<file path="src/hdl/chpx_pkg.sv">
`timescale 1ns / 1ps
// ----------------------------------------------------------------------------
// chpx_pkg: shared types and constants
// Item and result structs, operation codes and charlieplex geometry for the
// charlieplexed LED matrix driver.
// ----------------------------------------------------------------------------
package chpx_pkg;

    localparam int PIN_LINES  = 10;
    localparam int LINE_COUNT = PIN_LINES + 1;
    localparam int STORE_DEPTH = 2 * LINE_COUNT;
    localparam int WORD_W     = LINE_COUNT;
    localparam int LINE_W     = $clog2(LINE_COUNT + 2);
    localparam int ADDR_W     = $clog2(STORE_DEPTH);
    localparam int COL_W      = 5;

    localparam logic [LINE_W-1:0] LAST_LINE = LINE_W'(PIN_LINES);

    localparam logic [1:0] OP_SCAN  = 2'd0;
    localparam logic [1:0] OP_WRITE = 2'd1;
    localparam logic [1:0] OP_READ  = 2'd2;
    localparam logic [1:0] OP_SWAP  = 2'd3;

    typedef struct packed {
        logic [1:0] operation;
        logic [2:0] pixel_row;
        logic [4:0] pixel_column;
        logic       pixel_value;
    } t_item;

    typedef struct packed {
        logic [7:0] drive_low;
        logic [1:0] drive_high;
        logic [7:0] enable_low;
        logic [1:0] enable_high;
        logic       pixel_read;
    } t_result;

endpackage

</file>
<file path="src/hdl/charlieplex_matrix_driver.sv">
`timescale 1ns / 1ps
// ----------------------------------------------------------------------------
// charlieplex_matrix_driver: double-buffered charlieplexed LED matrix driver
// 5x18 matrix on 10 tri-state pins; scan ticks, back-buffer pixel writes,
// front-buffer pixel reads and buffer swaps.
// ----------------------------------------------------------------------------
//  channel   | ports                  | transfer
//  ----------+------------------------+-------------------------------
//  item in   | start, busy, i_item    | edge with start high, busy low
//  result    | strobe, o_result       | edge ending the strobe cycle
//
//  One item per cycle; busy stays low. Each item passes through an input
//  register, then one pass through the store lookup into the result register.
//  The frame store is 22 words of flip-flops read at one address per cycle.
//  Synchronous active-low reset loads the one-hot line pattern into both
//  buffers. Results cannot be stalled.
// ----------------------------------------------------------------------------
module charlieplex_matrix_driver (
    input  logic              i_clk,
    input  logic              i_rst_n,
    input  logic              start,
    output logic              busy,
    input  chpx_pkg::t_item   i_item,
    output logic              strobe,
    output chpx_pkg::t_result o_result
);

    localparam int LW = chpx_pkg::LINE_W;
    localparam int AW = chpx_pkg::ADDR_W;
    localparam int WW = chpx_pkg::WORD_W;
    localparam int PL = chpx_pkg::PIN_LINES;

    logic [WW-1:0]         r_store [chpx_pkg::STORE_DEPTH];
    logic                  r_front;
    logic [LW-1:0]         r_scan_line;
    logic [2*PL-1:0]       r_pin;
    logic [2*PL-1:0]       n_pin;
    logic                  r_in_valid;
    chpx_pkg::t_item       r_in;
    logic                  r_strobe;
    chpx_pkg::t_result     r_result;

    // pixel folding
    logic [LW-1:0]         loc_line;
    logic [chpx_pkg::COL_W-1:0] loc_bit;
    logic                  loc_ok;
    logic [AW-1:0]         front_base;
    logic [AW-1:0]         back_base;
    logic [AW-1:0]         rd_addr;
    logic [WW-1:0]         rd_word;
    logic [LW-1:0]         sl;
    logic [LW-1:0]         sl_next;
    logic [PL-1:0]         lvl;
    logic                  rd_bit;

    assign busy = 1'b0;

    always_comb begin
        loc_line = {1'b0, r_in.pixel_row};
        loc_bit  = r_in.pixel_column;
        if (r_in.pixel_column < 5'd4) begin
            loc_bit = r_in.pixel_column + 5'd6;
        end else if (r_in.pixel_column < 5'd9) begin
            loc_bit = r_in.pixel_column - 5'd4;
        end else begin
            loc_bit  = (r_in.pixel_column < 5'd13) ? r_in.pixel_column - 5'd3
                                                   : r_in.pixel_column - 5'd13;
            loc_line = {1'b0, r_in.pixel_row} + LW'(5);
        end
        // a bit that lands on its own line moves to bit 5
        if ({1'b0, loc_line} == loc_bit) begin
            loc_bit = 5'd5;
        end
        loc_ok = (loc_line <= chpx_pkg::LAST_LINE) && (loc_bit <= 5'd10);
    end

    assign front_base = r_front ? AW'(chpx_pkg::LINE_COUNT) : '0;
    assign back_base  = r_front ? '0 : AW'(chpx_pkg::LINE_COUNT);
    assign sl         = (r_scan_line > chpx_pkg::LAST_LINE) ? '0 : r_scan_line;
    assign sl_next    = (sl == chpx_pkg::LAST_LINE) ? '0 : sl + LW'(1);
    assign rd_addr    = front_base + AW'(r_in.operation == chpx_pkg::OP_SCAN
                                         ? sl : loc_line);
    assign rd_word    = (rd_addr < AW'(chpx_pkg::STORE_DEPTH)) ? r_store[rd_addr] : '0;
    assign rd_bit     = loc_ok ? rd_word[loc_bit[3:0]] : 1'b0;

    always_comb begin
        lvl = rd_word[PL-1:0] & ~(PL'(1) << sl);
        if (sl == chpx_pkg::LAST_LINE) begin
            lvl = ~lvl;
        end
        n_pin = r_pin;
        if (r_in_valid && r_in.operation == chpx_pkg::OP_SCAN) begin
            n_pin = {rd_word[PL-1:0], lvl};
        end
    end

    always_ff @(posedge i_clk) begin
        if (!i_rst_n) begin
            r_in_valid <= 1'b0;
        end else begin
            r_in_valid <= start && !busy;
        end
        r_in <= i_item;
    end

    always_ff @(posedge i_clk) begin
        if (!i_rst_n) begin
            for (int i = 0; i < chpx_pkg::STORE_DEPTH; i++) begin
                r_store[i] <= WW'(1) << (i % chpx_pkg::LINE_COUNT);
            end
            r_front     <= 1'b0;
            r_scan_line <= '0;
            r_pin       <= '0;
            r_strobe    <= 1'b0;
            r_result    <= '0;
        end else begin
            r_strobe <= r_in_valid;
            if (r_in_valid) begin
                case (r_in.operation)
                    chpx_pkg::OP_SCAN: begin
                        r_scan_line <= sl_next;
                    end
                    chpx_pkg::OP_WRITE: begin
                        if (loc_ok) begin
                            r_store[back_base + AW'(loc_line)][loc_bit[3:0]]
                                <= r_in.pixel_value;
                        end
                    end
                    chpx_pkg::OP_SWAP: begin
                        r_front <= ~r_front;
                    end
                    default: begin
                    end
                endcase
                r_pin <= n_pin;
                r_result.drive_low   <= n_pin[7:0];
                r_result.drive_high  <= n_pin[9:8];
                r_result.enable_low  <= n_pin[17:10];
                r_result.enable_high <= n_pin[19:18];
                r_result.pixel_read  <= (r_in.operation == chpx_pkg::OP_READ) ? rd_bit
                                                                              : 1'b0;
            end
        end
    end

    assign strobe   = r_strobe;
    assign o_result = r_result;

    a_result_follows: assert property (@(posedge i_clk) disable iff (!i_rst_n)
        r_in_valid |=> strobe)
        else $error("accepted item produced no result");

    a_line_range: assert property (@(posedge i_clk) disable iff (!i_rst_n)
        r_scan_line <= chpx_pkg::LAST_LINE)
        else $error("scan line out of range");

    a_pins_hold: assert property (@(posedge i_clk) disable iff (!i_rst_n)
        (r_in_valid && r_in.operation != chpx_pkg::OP_SCAN) |=> $stable(r_pin))
        else $error("pins changed on a non-scan item");

    a_read_only: assert property (@(posedge i_clk) disable iff (!i_rst_n)
        (r_in_valid && r_in.operation != chpx_pkg::OP_READ) |=> !o_result.pixel_read)
        else $error("pixel_read set on a non-read item");

endmodule

</file>
<file path="config.mk">
export PLATFORM = sky130hd
export DESIGN_NAME = charlieplex_matrix_driver
export DESIGN_NICKNAME = d
export VERILOG_FILES = /design/src/hdl/chpx_pkg.sv /design/src/hdl/charlieplex_matrix_driver.sv
export SDC_FILE = /design/constraint.sdc
export NUM_CORES = 1
export LEC_CHECK = 0
export BUFFER_PORTS_ARGS = -buffer_cell sky130_fd_sc_hd__buf_2
export CORE_ASPECT_RATIO = 0.9
export CORE_MARGIN = 5
export CORE_UTILIZATION = 30
export CTS_CLUSTER_SIZE = 40
export DETAILED_ROUTE_END_ITERATION = 8
export GPL_TIMING_DRIVEN = 1
export PLACE_DENSITY = 0.42
export SETUP_SLACK_MARGIN = 0.02
export SLEW_MARGIN = 20
export SYNTH_ARGS = -nofsm -noshare
export SYNTH_HDL_FRONTEND = slang
export SYNTH_SLANG_ARGS = --single-unit
</file>
<file path="constraint.sdc">
create_clock -name i_clk -period 9.2 [get_ports i_clk]
set_input_delay 2.3 -clock i_clk [delete_from_list [all_inputs] [get_ports i_clk]]
set_output_delay 2.3 -clock i_clk [all_outputs]
set_load 0.01 [all_outputs]
</file>
Word level (Yosys, flattened, before mapping):

Memory sizes are Yosys's and may differ from the RTL's.
Cells that the tools add are included.

* $add $sub $neg: 8
* magnitude comparators: 9
* equal/unequal tests: 5
* shift operators: 1
* multiplexer cells: 29
* bitwise logic cells: 4
* reduce and logical (&&, ||, !) cells: 7

Operators with widths (number)
* 11-bit two-way mux: 4
* 4-bit two-way mux: 7
* 5-bit two-way mux: 5
* 20-bit two-way mux: 1
* 10-bit NOT: 2
* 11-bit OR reduction: 1
* 4-bit by 4-bit adder with 5-bit output: 2
* 10-bit AND: 1
* 5-bit by 4-bit less-than comparator with 1-bit output (second input constant): 2
* 10-bit two-way mux: 1
* 1-bit by 4-bit << shifter with 10-bit output (first input constant): 1
* 1-bit two-way mux: 9
* 5-bit by 3-bit adder with 5-bit output (second input constant): 1
* 4-bit by 5-bit equality test with 1-bit output: 1
* 5-bit by 4-bit less-or-equal comparator with 1-bit output (second input constant): 1
* 4-bit by 5-bit less-than comparator with 1-bit output (second input constant): 1
* 5-bit by 3-bit less-than comparator with 1-bit output (second input constant): 1
* 5-bit less-than comparator (second input constant): 1
* 5-bit by 2-bit subtractor with 5-bit output (second input constant): 1
* 5-bit by 3-bit subtractor with 5-bit output (second input constant): 1
* 5-bit by 4-bit subtractor with 5-bit output (second input constant): 1
* 3-bit by 3-bit adder with 4-bit output (second input constant): 1
* 4-bit by 1-bit adder with 4-bit output (second input constant): 1
* 1-bit binary-select mux with 4-bit select: 1
* other kinds (11): 15

* bits in registers: 59
* RAM bits: 242
* input port bits: 14
* output and inout bits: 23
* word-level logic and storage cells: 78
* memories: 1

Memory list
* r_store: depth 22, bits a word 11, read ports 1, clocked after memory_dff 0, write ports 22, RTL line charlieplex_matrix_driver.sv:33 `logic [WW-1:0] r_store [chpx_pkg::STORE_DEPTH];`

Depth between registers and ports, before layout:

Gate-level depths: netlist (run 1).

* depth in word-level cells: 15
* mapped depth: 23
* depth with buffers taken out: 19

Worst setup path before layout (run 1):

OpenSTA, ideal clock, no wires.

* kind: reg2reg
* from: register r_in[3] (netlist bit)
* to: register r_result (netlist bit o_result[11])
* setup time: 0.132 ns
* data arrival time: 4.948 ns
* data required time: 9.068 ns
* slack: 4.119 ns
* stages on the path, launching flop included: 21
* cell sequence: dfxtp_1 > clkbuf_1 > inv_1 > ha_1 > a21bo_2 > a21oi_1 > clkbuf_1 > xnor2_1 > nand2_1 > nand2_1 > ha_1 > buf_1 > buf_2 > buf_1 > mux4_2 > mux2i_1 > nor2_1 > a31oi_1 > o21ai_0 > o311ai_0 > a21oi_1

* longest elaborated chain between the ends: 11
* elaborated cells on any way between the ends: 13
* those cells by class: add/sub: 1; order compare: 3; mux: 6; bitwise: 2; memory: 1

Ends and longest elaborated chain
* start: declaration: RTL line charlieplex_matrix_driver.sv:39 `chpx_pkg::t_item r_in;`
* start signal: assignment: RTL line charlieplex_matrix_driver.sv:103 `r_in <= i_item;`
* 5-bit by 4-bit less-than comparator with 1-bit output: RTL line charlieplex_matrix_driver.sv:63 `end else if (r_in.pixel_column < 5'd9) begin`
* 4-bit two-way mux: RTL line charlieplex_matrix_driver.sv:63
* 4-bit two-way mux (*): RTL line charlieplex_matrix_driver.sv:61 `if (r_in.pixel_column < 5'd4) begin`
* 4-bit two-way mux (*): RTL line charlieplex_matrix_driver.sv:82 `? sl : loc_line);`
* 4-bit by 4-bit adder with 5-bit output (*): RTL line charlieplex_matrix_driver.sv:81 `assign rd_addr = front_base + AW'(r_in.operation == chpx_pkg::OP_SCAN`
* memory read 22 x 11 bit or 5-bit less-than comparator (tied branches)
* 11-bit two-way mux (*): RTL line charlieplex_matrix_driver.sv:83 `assign rd_word = (rd_addr < AW'(chpx_pkg::STORE_DEPTH)) ? r_store[rd_addr] : '0;`
* 10-bit AND (*): RTL line charlieplex_matrix_driver.sv:87 `lvl = rd_word[PL-1:0] & ~(PL'(1) << sl);`
* 10-bit NOT: RTL line charlieplex_matrix_driver.sv:89 `lvl = ~lvl;`
* 10-bit two-way mux (*): RTL line charlieplex_matrix_driver.sv:88 `if (sl == chpx_pkg::LAST_LINE) begin`
* 20-bit two-way mux (*): RTL line charlieplex_matrix_driver.sv:92 `if (r_in_valid && r_in.operation == chpx_pkg::OP_SCAN) begin`
* end: declaration: RTL line charlieplex_matrix_driver.sv:41 `chpx_pkg::t_result r_result;`

Every way passes the cells marked *; elsewhere a longest branch is shown, timed or not.
A chain may end at the register's enable or synchronous reset.

Worst setup path after layout (run 1):

* from: register r_in[3] (netlist bit)
* to: register r_result (netlist bit o_result[0])

* longest elaborated chain between the ends: 11
* elaborated cells on any way between the ends: 26
* those cells by class: add/sub: 5; order compare: 6; eq/ne: 1; mux: 12; reduce/logical: 1; memory: 1

Ends and longest elaborated chain
* 5-bit by 4-bit less-than comparator with 1-bit output: RTL line charlieplex_matrix_driver.sv:63
* 4-bit two-way mux: RTL line charlieplex_matrix_driver.sv:63
* 4-bit two-way mux: RTL line charlieplex_matrix_driver.sv:61
* 4-bit two-way mux: RTL line charlieplex_matrix_driver.sv:82
* 4-bit by 4-bit adder with 5-bit output: RTL line charlieplex_matrix_driver.sv:81
* memory read 22 x 11 bit or 5-bit less-than comparator (tied branches)
* 11-bit two-way mux: RTL line charlieplex_matrix_driver.sv:83
* 1-bit binary-select mux with 4-bit select: RTL line charlieplex_matrix_driver.sv:84 `assign rd_bit = loc_ok ? rd_word[loc_bit[3:0]] : 1'b0;`
* 1-bit two-way mux (implied by the code): RTL line charlieplex_matrix_driver.sv:84
* 1-bit two-way mux (*): RTL line charlieplex_matrix_driver.sv:84
* 1-bit two-way mux (*): RTL line charlieplex_matrix_driver.sv:140 `r_result.pixel_read <= (r_in.operation == chpx_pkg::OP_READ) ? rd_bit`

Every way passes the cells marked *; elsewhere a longest branch is shown, timed or not. The select of a mux whose other input is x is not followed.

==> results_dict.tcl, run 1 <==
set metrics [dict create \
    finalSetupViolations 0 \
    report.final.slew_viol_count 0 \
    cp_cell_sequence "inv_1 > ha_1 > a21bo_2 > a21oi_1 > buf_4 > xnor2_1 > nand2_1 > nand2_1 > ha_4 > fa_4 > buf_4 > mux4_2 > mux2i_1 > nand2_1 > a31oi_1 > nor3_1 > o32ai_1 > a211oi_1" \
    cts_tree "yes" \
    clk_latency_ps 550 \
    drc 0 \
    numCtsBuffers 37 \
    core_um2 51500 \
    clk_pin_slew_ps 60 \
    synth_cells 1437 \
    post_synth_num_cell_types 64 \
    status "complete, no violations" \
    grt_max_degree 97 \
    crit_arrival_ps 6500 \
    crit_path_frequent_cell "nand2_1" \
    p_leak_nw 5.45 \
    regToRegEndpoint "o_result[0]" \
    drt_wl_total_um 48200 \
    setup-tns-final_ps 0 \
    cts_root_buf "clkbuf_16" \
    dp.cells 2030 \
    path_buf_inv 3 \
    via_count 11200 \
    postSynth.asyncResetShare 0 \
    port_buffers 35 \
    place_congestion 0.814 \
    tightest_slew_ps 1090 \
    cp-end-kind "register" \
    power_frac_clock 0.403 \
    slowest_delay_ps 1340 \
    post_cts_buffers 0 \
    grt.total_usage 0.169 \
    cts_resized 0 \
    fill_cells 5166 \
    drive_gt1_frac 0.139 \
    maxSlewHeadroom 0.270 \
    dpl.hpwl_um 30100 \
    ys_dominant_reg_cell "edfxtp_1" \
    ir_worst_vdd_v 0.000173 \
    hold_class "register to register" \
    skew_ps 17.2 \
    antenna_cells 0 \
    rsz0062_at_grt "false" \
    overflow 0 \
    dieArea_um2 56500 \
    r2r_start "r_in[3]" \
    ios 37 \
    p_switching_w 0.000998 \
    start_kind "register" \
    p_total_w 0.00354 \
    cap_viol_max_count 0 \
    clock-sinks 297 \
    syn_to_final_growth_pct 11.8 \
    power_density_nw_per_um2 204 \
    layout_common_cells "nor2_1 (289), edfxtp_1 (258), o21ai_0 (256), nand2_1 (64), mux4_2 (63)" \
    power.internal_w 0.00255 \
    first_pass_iters 5 \
    grt_pass1_wl_um 72700 \
    cpMaxStageDelayCell "fa_4" \
    crit_type "register to register" \
    antenna_found_initial 0 \
    grt_pass1_vias 10900 \
    hold_path_end "o_result[11]" \
    crit_required_ps 9630 \
    layout_commonest_cell "nor2_1" \
    hp-start "o_result[11]" \
    nets 1417 \
    rr_worst_depth 18 \
    p_sw_frac 0.281 \
    whs_path_depth 2 \
    hold_violations 0 \
    cts.path.max_buffers 3 \
    htreeDepth 2 \
    vias_per_cell 5.32 \
    finalCritPeriodShare 0.659 \
    stdcell_count 2097 \
    cpLargestDelayFamily "adder cells" \
    clock.fmax_mhz 165 \
    avgSynthCellArea_um2 10.8 \
    wl_per_cell_um 23.0 \
    ys.warnings.count 0 \
    die_h_um 226 \
    synthesis.area_um2 15500 \
    period_needed_ps 6060 \
    ys_ff_latch 297 \
    combPwrFrac 0.167 \
    num_rows 79 \
    synth_nets 1473 \
    fin_util 0.337 \
    yosysSeqAreaShare 0.548 \
    drtIter0Drc 1109 \
    die_w_um 250 \
    start_util 0.302 \
    seq_power_share 0.429 \
    ff2ff_setup_slack_ps 3140 \
    antenna_violating_nets_post_route 0 \
    ctsHoldBuffers 0 \
    critPathMaxFanout 42 \
    synth-edff-count 258 \
]
## routing by layer
layer	track usage	share of wire
met5	0	0
met4	0.0512	0.026
met3	0.0298	0.061
met2	0.265	0.46
met1	0.240	0.46
## how the worst max path moves through the flow
stage	cells after the start	end	from	slack [ps]
after global routing	18	o_result[0]	r_in[3]	2810
after floorplan	20	o_result[11]	r_in[3]	4120
final	18	o_result[0]	r_in[3]	3140
after global placement	17	o_result[0]	r_in[3]	3250
after detailed placement	17	o_result[0]	r_in[3]	3190
after CTS	18	o_result[0]	r_in[3]	3160
## flip-flops by register name, summed over array words and instances, names as in the netlist
name and count:
r_scan_line 4, r_in 11, r_store 258, r_in_valid 1, r_front 1, o_result 11
strobe 1, r_pin 10
## tightest hold or removal path, stage by stage (launching register included)
cell and delay, ps:
dfxtp_1 310, nand2_1 60, a21oi_1 50
## Yosys cell counts (all sizes together), types with 13 or more instances
cell type | instances | area share
ha | 20 | 0.016
or3 | 23 | 0.0093
o21ai | 257 | 0.083
edfxtp | 258 | 0.50
mux4 | 63 | 0.091
inv | 13 | 0.0031
mux2i | 36 | 0.023
nor2 | 289 | 0.070
nand2 | 64 | 0.015
dfxtp | 39 | 0.050
clkbuf | 138 | 0.033
nand3 | 30 | 0.0097
a211oi | 21 | 0.011
a21oi | 31 | 0.010
buf | 15 | 0.0043
## cell families (layout without fill, tap and decap cells)
| family | after synthesis | after routing | synth area share |
|---|---|---|---|
| compound gates | 365 | 365 | 0.134 |
| xor+xnor | 14 | 14 | 0.00789 |
| fa+ha+maj | 22 | 22 | 0.0187 |
| buf+inv | 166 | 138 | 0.0407 |
| flops | 297 | 297 | 0.548 |
| mux | 111 | 111 | 0.123 |
| other cells | 1 | 1 | 0.000241 |
| simple gates | 461 | 461 | 0.127 |
## layout make-up
type | count | area [um^2] | area share
Sequential cell | 297 | 8530 | 0.491
Timing Repair Buffer | 58 | 354 | 0.0204
Tap cell | 688 | 861 | 0.0495
Multi-Input combinational cell | 974 | 6420 | 0.370
Clock buffer | 48 | 967 | 0.0557
Inverter | 13 | 48.8 | 0.00281
Clock inverter | 19 | 193 | 0.0111
## metrics by stage
| stage | setup slack, ps | area, um^2 | hold WS [ps] |
|---|---|---|---|
| after CTS | 3160 | 17400 | 466 |
| after detailed placement | 3190 | 16200 | 458 |
| after global routing | 2810 | 17400 | 496 |
| after global placement | 3250 | 16200 | 451 |
| after floorplan | 4120 | 15500 | 476 |
| final | 3140 | 17400 | 464 |
## power by group through the flow
stage          logic [W]  clock network (W)  registers, W
2_1_floorplan   0.000400                  0       0.00154
3_3_place_gp    0.000594                  0       0.00155
3_5_place_dp    0.000598                  0       0.00155
4_1_cts         0.000600            0.00147       0.00152
5_1_grt         0.000642            0.00153       0.00153
6_report        0.000593            0.00143       0.00152
(Power assumes the default switching activity.)
==> inputs of run 2 (changes only) <==
- clock period: 9.2 -> 5.9 ns (I/O delays scaled with it)
==> run 2 against run 1 <==
  * Cell area rose by 0.26%
  * Clock skew rose by 5.0 ps
  * Cell count rose by 0.24%
  * Via count rose by 0.99%
  * Clock-buffer cell count fell by 3
  * Sequential share of layout area fell by 0.13 points
  * Core utilization rose by 0.088 points
  * Sequential power rose by 57%
  * Worst setup slack got worse by 2800 ps
  * Maximum frequency rose by 9.9%
  * Total power rose by 53%
  * Global-route usage fell by 0.50 points
  * Critical path type unchanged
  * Critical endpoint is now r_pin[0]
==> results_dict.tcl, run 2 (same netlist as run 1, synthesis figures left out) <==
set metrics [dict create \
    layout_commonest_cell "nor2_1" \
    r2r_start "r_in[3]" \
    seq_power_share 0.439 \
    hold_class "register to register" \
    antenna_cells 0 \
    clk_pin_slew_ps 60 \
    ir_worst_vdd_v 0.000204 \
    cp_cell_sequence "inv_1 > ha_1 > a21bo_2 > a21oi_1 > xnor2_1 > nand2_1 > nand2_1 > ha_4 > fa_4 > buf_4 > mux4_2 > mux2i_1 > o22ai_1 > a21oi_1 > a211oi_1 > a2111oi_0 > nor3_1" \
    cts_root_buf "clkbuf_16" \
    clock-sinks 297 \
    critPathMaxFanout 21 \
    via_count 11300 \
    antenna_found_initial 0 \
    overflow 0 \
    ios 37 \
    numCtsBuffers 35 \
    nets 1430 \
    core_um2 51500 \
    grt_max_degree 204 \
    port_buffers 35 \
    largest_reg_flops 258 \
    dpl.hpwl_um 29700 \
    cap_viol_max_count 0 \
    syn_to_final_growth_pct 12.1 \
    report.final.slew_viol_count 0 \
    power.internal_w 0.00389 \
    cp-end-kind "register" \
    period_needed_ps 5510 \
    hold_path_end "r_pin[5]" \
    rsz0062_at_grt "false" \
    htreeDepth 2 \
    drtIter0Drc 983 \
    p_sw_frac 0.281 \
    rr_worst_depth 17 \
    crit_type "register to register" \
    power_density_nw_per_um2 310 \
    largest_register "r_store" \
    start_util 0.302 \
    fin_util 0.338 \
    drc 0 \
    cts_tree "yes" \
    drt_wl_total_um 47400 \
    power_frac_clock 0.386 \
    die_h_um 226 \
    antenna_violating_nets_post_route 0 \
    crit_arrival_ps 5890 \
    layout_common_cells "nor2_1 (289), edfxtp_1 (258), o21ai_0 (256), nand2_1 (64), mux4_2 (63)" \
    vias_per_cell 5.36 \
    grt_pass1_vias 10800 \
    p_leak_nw 5.50 \
    cts.path.max_buffers 3 \
    num_rows 79 \
    place_congestion 0.857 \
    p_switching_w 0.00152 \
    hp-start "r_pin[5]" \
    hold_violations 0 \
    grt_pass1_wl_um 71100 \
    maxSlewHeadroom 0.330 \
    first_pass_iters 5 \
    wl_per_cell_um 22.5 \
    clk_latency_ps 540 \
    dieArea_um2 56500 \
    status "complete, no violations" \
    tightest_slew_ps 992 \
    cpLargestDelayFamily "compound AO/OA/AOI/OAI gates" \
    crit_required_ps 6280 \
    combPwrFrac 0.175 \
    finalCritPeriodShare 0.935 \
    path_buf_inv 2 \
    ff2ff_setup_slack_ps 390 \
    die_w_um 250 \
    skew_ps 22.3 \
    drive_gt1_frac 0.148 \
    whs_path_depth 2 \
    slowest_delay_ps 1080 \
    regToRegEndpoint "r_pin[0]" \
    finalSetupViolations 0 \
    grt.total_usage 0.164 \
    fill_cells 5177 \
    start_kind "register" \
    setup-tns-final_ps 0 \
    clock.fmax_mhz 181 \
    cpMaxStageDelayCell "fa_4" \
]
==> run 2: worst min-delay path, stage by stage (launching register included) <==
cell and delay, ps:
dfxtp_1 300, nand2_1 50, a21oi_1 50
==> run 2: metrics by stage <==
stage / cells / area (um^2) / total power (W) / worst slack, ps / hold slack, ps
floorplan: 1437 / 15500 / 0.00302 / 819 / 476
global placement: 2044 / 16300 / 0.00336 / 249 / 446
detailed placement: 2044 / 16300 / 0.00336 / 267 / 449
CTS: 2101 / 17400 / 0.00546 / 214 / 456
global route: 2102 / 17400 / 0.00562 / 39.3 / 493
finish: 2102 / 17400 / 0.00541 / 386 / 451
==> run 2: how the worst max path moves through the flow <==
stage	startpoint	end	slack, ps	cells past startpoint
after CTS	r_in[3]	o_result[0]	210	17
after floorplan	r_in[3]	o_result[11]	820	20
after global routing	r_in[3]	r_pin[0]	40	17
final	r_in[3]	r_pin[0]	390	17
after global placement	r_in[3]	r_pin[0]	250	17
after detailed placement	r_in[3]	o_result[0]	270	17
==> run 2: power groups by stage <==
stage | Combinational [W] | Clock (W) | Sequential (W)
final | 0.000945 | 0.00209 | 0.00238
after global routing | 0.00102 | 0.00223 | 0.00238
after CTS | 0.000946 | 0.00214 | 0.00238
after detailed placement | 0.000943 | 0 | 0.00242
after global placement | 0.000937 | 0 | 0.00242
after floorplan | 0.000623 | 0 | 0.00240
==> run 2: metal layers <==
layer / part of all wire / wire, um / track usage
met1: 0.48 / 22700 / 0.244
met2: 0.45 / 21500 / 0.253
met3: 0.049 / 2320 / 0.0245
met4: 0.018 / 872 / 0.0378
met5: 0 / 0 / 0
==> run 2: cell type report <==
| type | instances | area [um^2] | share of cell area |
|---|---|---|---|
| sequential | 297 | 8530 | 0.490 |
| multi-input combinational | 974 | 6430 | 0.369 |
| clock buffer | 45 | 966 | 0.0554 |
| tap | 688 | 861 | 0.0494 |
| timing repair buffer | 73 | 492 | 0.0282 |
| clock inverter | 12 | 96.3 | 0.00553 |
| inverter | 13 | 48.8 | 0.00280 |
==> run 2: timing repair <==
item / 4_1_cts / 5_1_grt
hold buffers: 0 / 0
setup endpoints to repair: 0 / 4
buffers inserted: 0 / 1
resized for setup: 0 / 2
==> inputs of run 3 (changes only) <==
- CORE_MARGIN: 5 -> 4
- CTS_CLUSTER_DIAMETER: not set -> 50
==> run 3 against run 2 <==
  * First-iteration DRC count rose by 15%
  * Die area shrank 1.7%
  * Non-clock buffer count shrank 6
  * Via count up 0.36%
  * Critical path depth grew 4
  * Global-route usage increased by 0.60 points
  * Wire length is 0.43% lower
  * Critical path type unchanged
==> results_dict.tcl, run 3 (same netlist as run 1, synthesis figures left out) <==
set metrics [dict create \
    grt_max_degree 102 \
    crit_arrival_ps 5830 \
    rr_worst_depth 21 \
    slowest_delay_ps 540 \
    grt_pass1_vias 11000 \
    tightest_slew_ps 937 \
    combPwrFrac 0.166 \
    largest_register "r_store" \
    grt_pass1_wl_um 71700 \
    cts_resized 0 \
    hold_violations 0 \
    crit_type "register to register" \
    finalSetupViolations 0 \
    maxSlewHeadroom 0.375 \
    fill_cells 5079 \
    die_h_um 224 \
    antenna_cells 0 \
    cts_root_buf "clkbuf_16" \
    clk_pin_slew_ps 50 \
    start_util 0.306 \
    first_pass_iters 5 \
    report.final.slew_viol_count 0 \
    cap_viol_max_count 0 \
    critPathMaxFanout 18 \
    dp.cells 2031 \
    setup_slack_ps 490 \
    p_sw_frac 0.284 \
    whs_path_depth 2 \
    post_cts_buffers 0 \
    clock-sinks 297 \
    port_buffers 35 \
    clock.fmax_mhz 185 \
    cts_tree "yes" \
    wl_per_cell_um 22.5 \
    dieArea_um2 55500 \
    path_buf_inv 3 \
    ff2ff_setup_slack_ps 490 \
    num_rows 78 \
    place_congestion 0.802 \
    core_um2 50800 \
    antenna_found_initial 1 \
    stdcell_count 2100 \
    setup-tns-final_ps 0 \
    antenna_violating_nets_post_route 0 \
    power_frac_clock 0.425 \
    drc 0 \
    period_needed_ps 5410 \
    crit_path_frequent_cell "a21oi_1" \
    grt.total_usage 0.170 \
    p_leak_nw 5.61 \
    drive_gt1_frac 0.156 \
    cpLargestDelayFamily "compound AO/OA/AOI/OAI gates" \
    die_w_um 248 \
    htreeDepth 2 \
    cp-end-kind "register" \
    drtIter0Drc 1128 \
    drt_wl_total_um 47200 \
    cp.depth 21 \
    ctsHoldBuffers 0 \
    start_kind "register" \
    ios 37 \
    status "complete, no violations" \
    dp_slack_ps 420 \
    crit_required_ps 6320 \
    numCtsBuffers 38 \
    layout_common_cells "nor2_1 (289), edfxtp_1 (258), o21ai_0 (256), nand2_1 (64), mux4_2 (63)" \
    p_switching_w 0.00164 \
    ir_worst_vdd_v 0.000195 \
    syn_to_final_growth_pct 13.6 \
    p_total_w 0.00579 \
    cp_cell_sequence "inv_1 > ha_1 > a21bo_2 > a21oi_1 > buf_4 > nand2_1 > o21ai_0 > nor2_1 > nor2_1 > ha_1 > a21oi_1 > nor4b_1 > mux2_2 > nor4bb_4 > buf_4 > mux2i_1 > nand2_1 > a31oi_2 > o21ai_0 > o311ai_0 > a21oi_1" \
    skew_ps 37.2 \
    power.internal_w 0.00415 \
    finalCritPeriodShare 0.917 \
    nets 1427 \
    seq_power_share 0.410 \
    hold_class "register to register" \
    layout_commonest_cell "nor2_1" \
    overflow 0 \
    fin_util 0.348 \
    clk_latency_ps 570 \
    via_count 11300 \
    cpMaxStageDelayCell "dfxtp_1" \
    largest_reg_flops 258 \
    vias_per_cell 5.38 \
    power_density_nw_per_um2 328 \
    cts.path.max_buffers 3 \
    dpl.hpwl_um 29600 \
    rsz0062_at_grt "false" \
]
==> run 3: cell types whose count changed in the layout (fill, tap and decap cells not counted), moves of 3 or more <==
cell,change
buf_12,+3
buf_4,-9
bufinv_16,+3
clkbuf_1,-4
clkinv_1,-3
clkinvlp_4,+3
inv_8,+3
==> run 3: power groups by stage <==
stage	registers [W]	logic (W)	clock network (W)
floorplan	0.00240	0.000623	0
global placement	0.00241	0.000950	0
detailed placement	0.00242	0.000953	0
CTS	0.00237	0.000957	0.00252
global route	0.00238	0.00102	0.00262
finish	0.00237	0.000960	0.00246
==> run 3: final cells by class <==
cell class	count	area [um^2]	area share
sequential	297	8530	0.483
multi-input combinational	974	6430	0.364
clock buffer	45	1030	0.0582
tap	680	851	0.0481
timing repair buffer	67	484	0.0274
clock inverter	24	297	0.0168
inverter	13	48.8	0.00276
==> run 3: routing by layer <==
metal,vias up,global-route usage,wire (um)
met4,0,0.0528,1170
met2,298,0.253,21200
met5,-,0,0
li1,5181,-,-
met3,61,0.0251,2440
met1,5766,0.254,22400
==> run 3: stage by stage <==
step                area, um^2  hold WS, ps
finish                   17700          468
global route             17700          498
CTS                      17700          472
detailed placement       16300          463
global placement         16300          448
floorplan                15500          476
==> run 3: final timing paths <==
| path | from | to |
|---|---|---|
| worst max-delay path | r_in[3] | o_result[11] |
| worst min-delay path | r_pin[5] | r_pin[5] |
| worst max register to register | r_in[3] | o_result[11] |
| worst min register to register | r_pin[5] | r_pin[5] |
==> run 3: tightest hold or removal path: stages, from the launching register on <==
cell     delay (ps)
dfxtp_1         310
nand2_1          50
a21oi_1          60
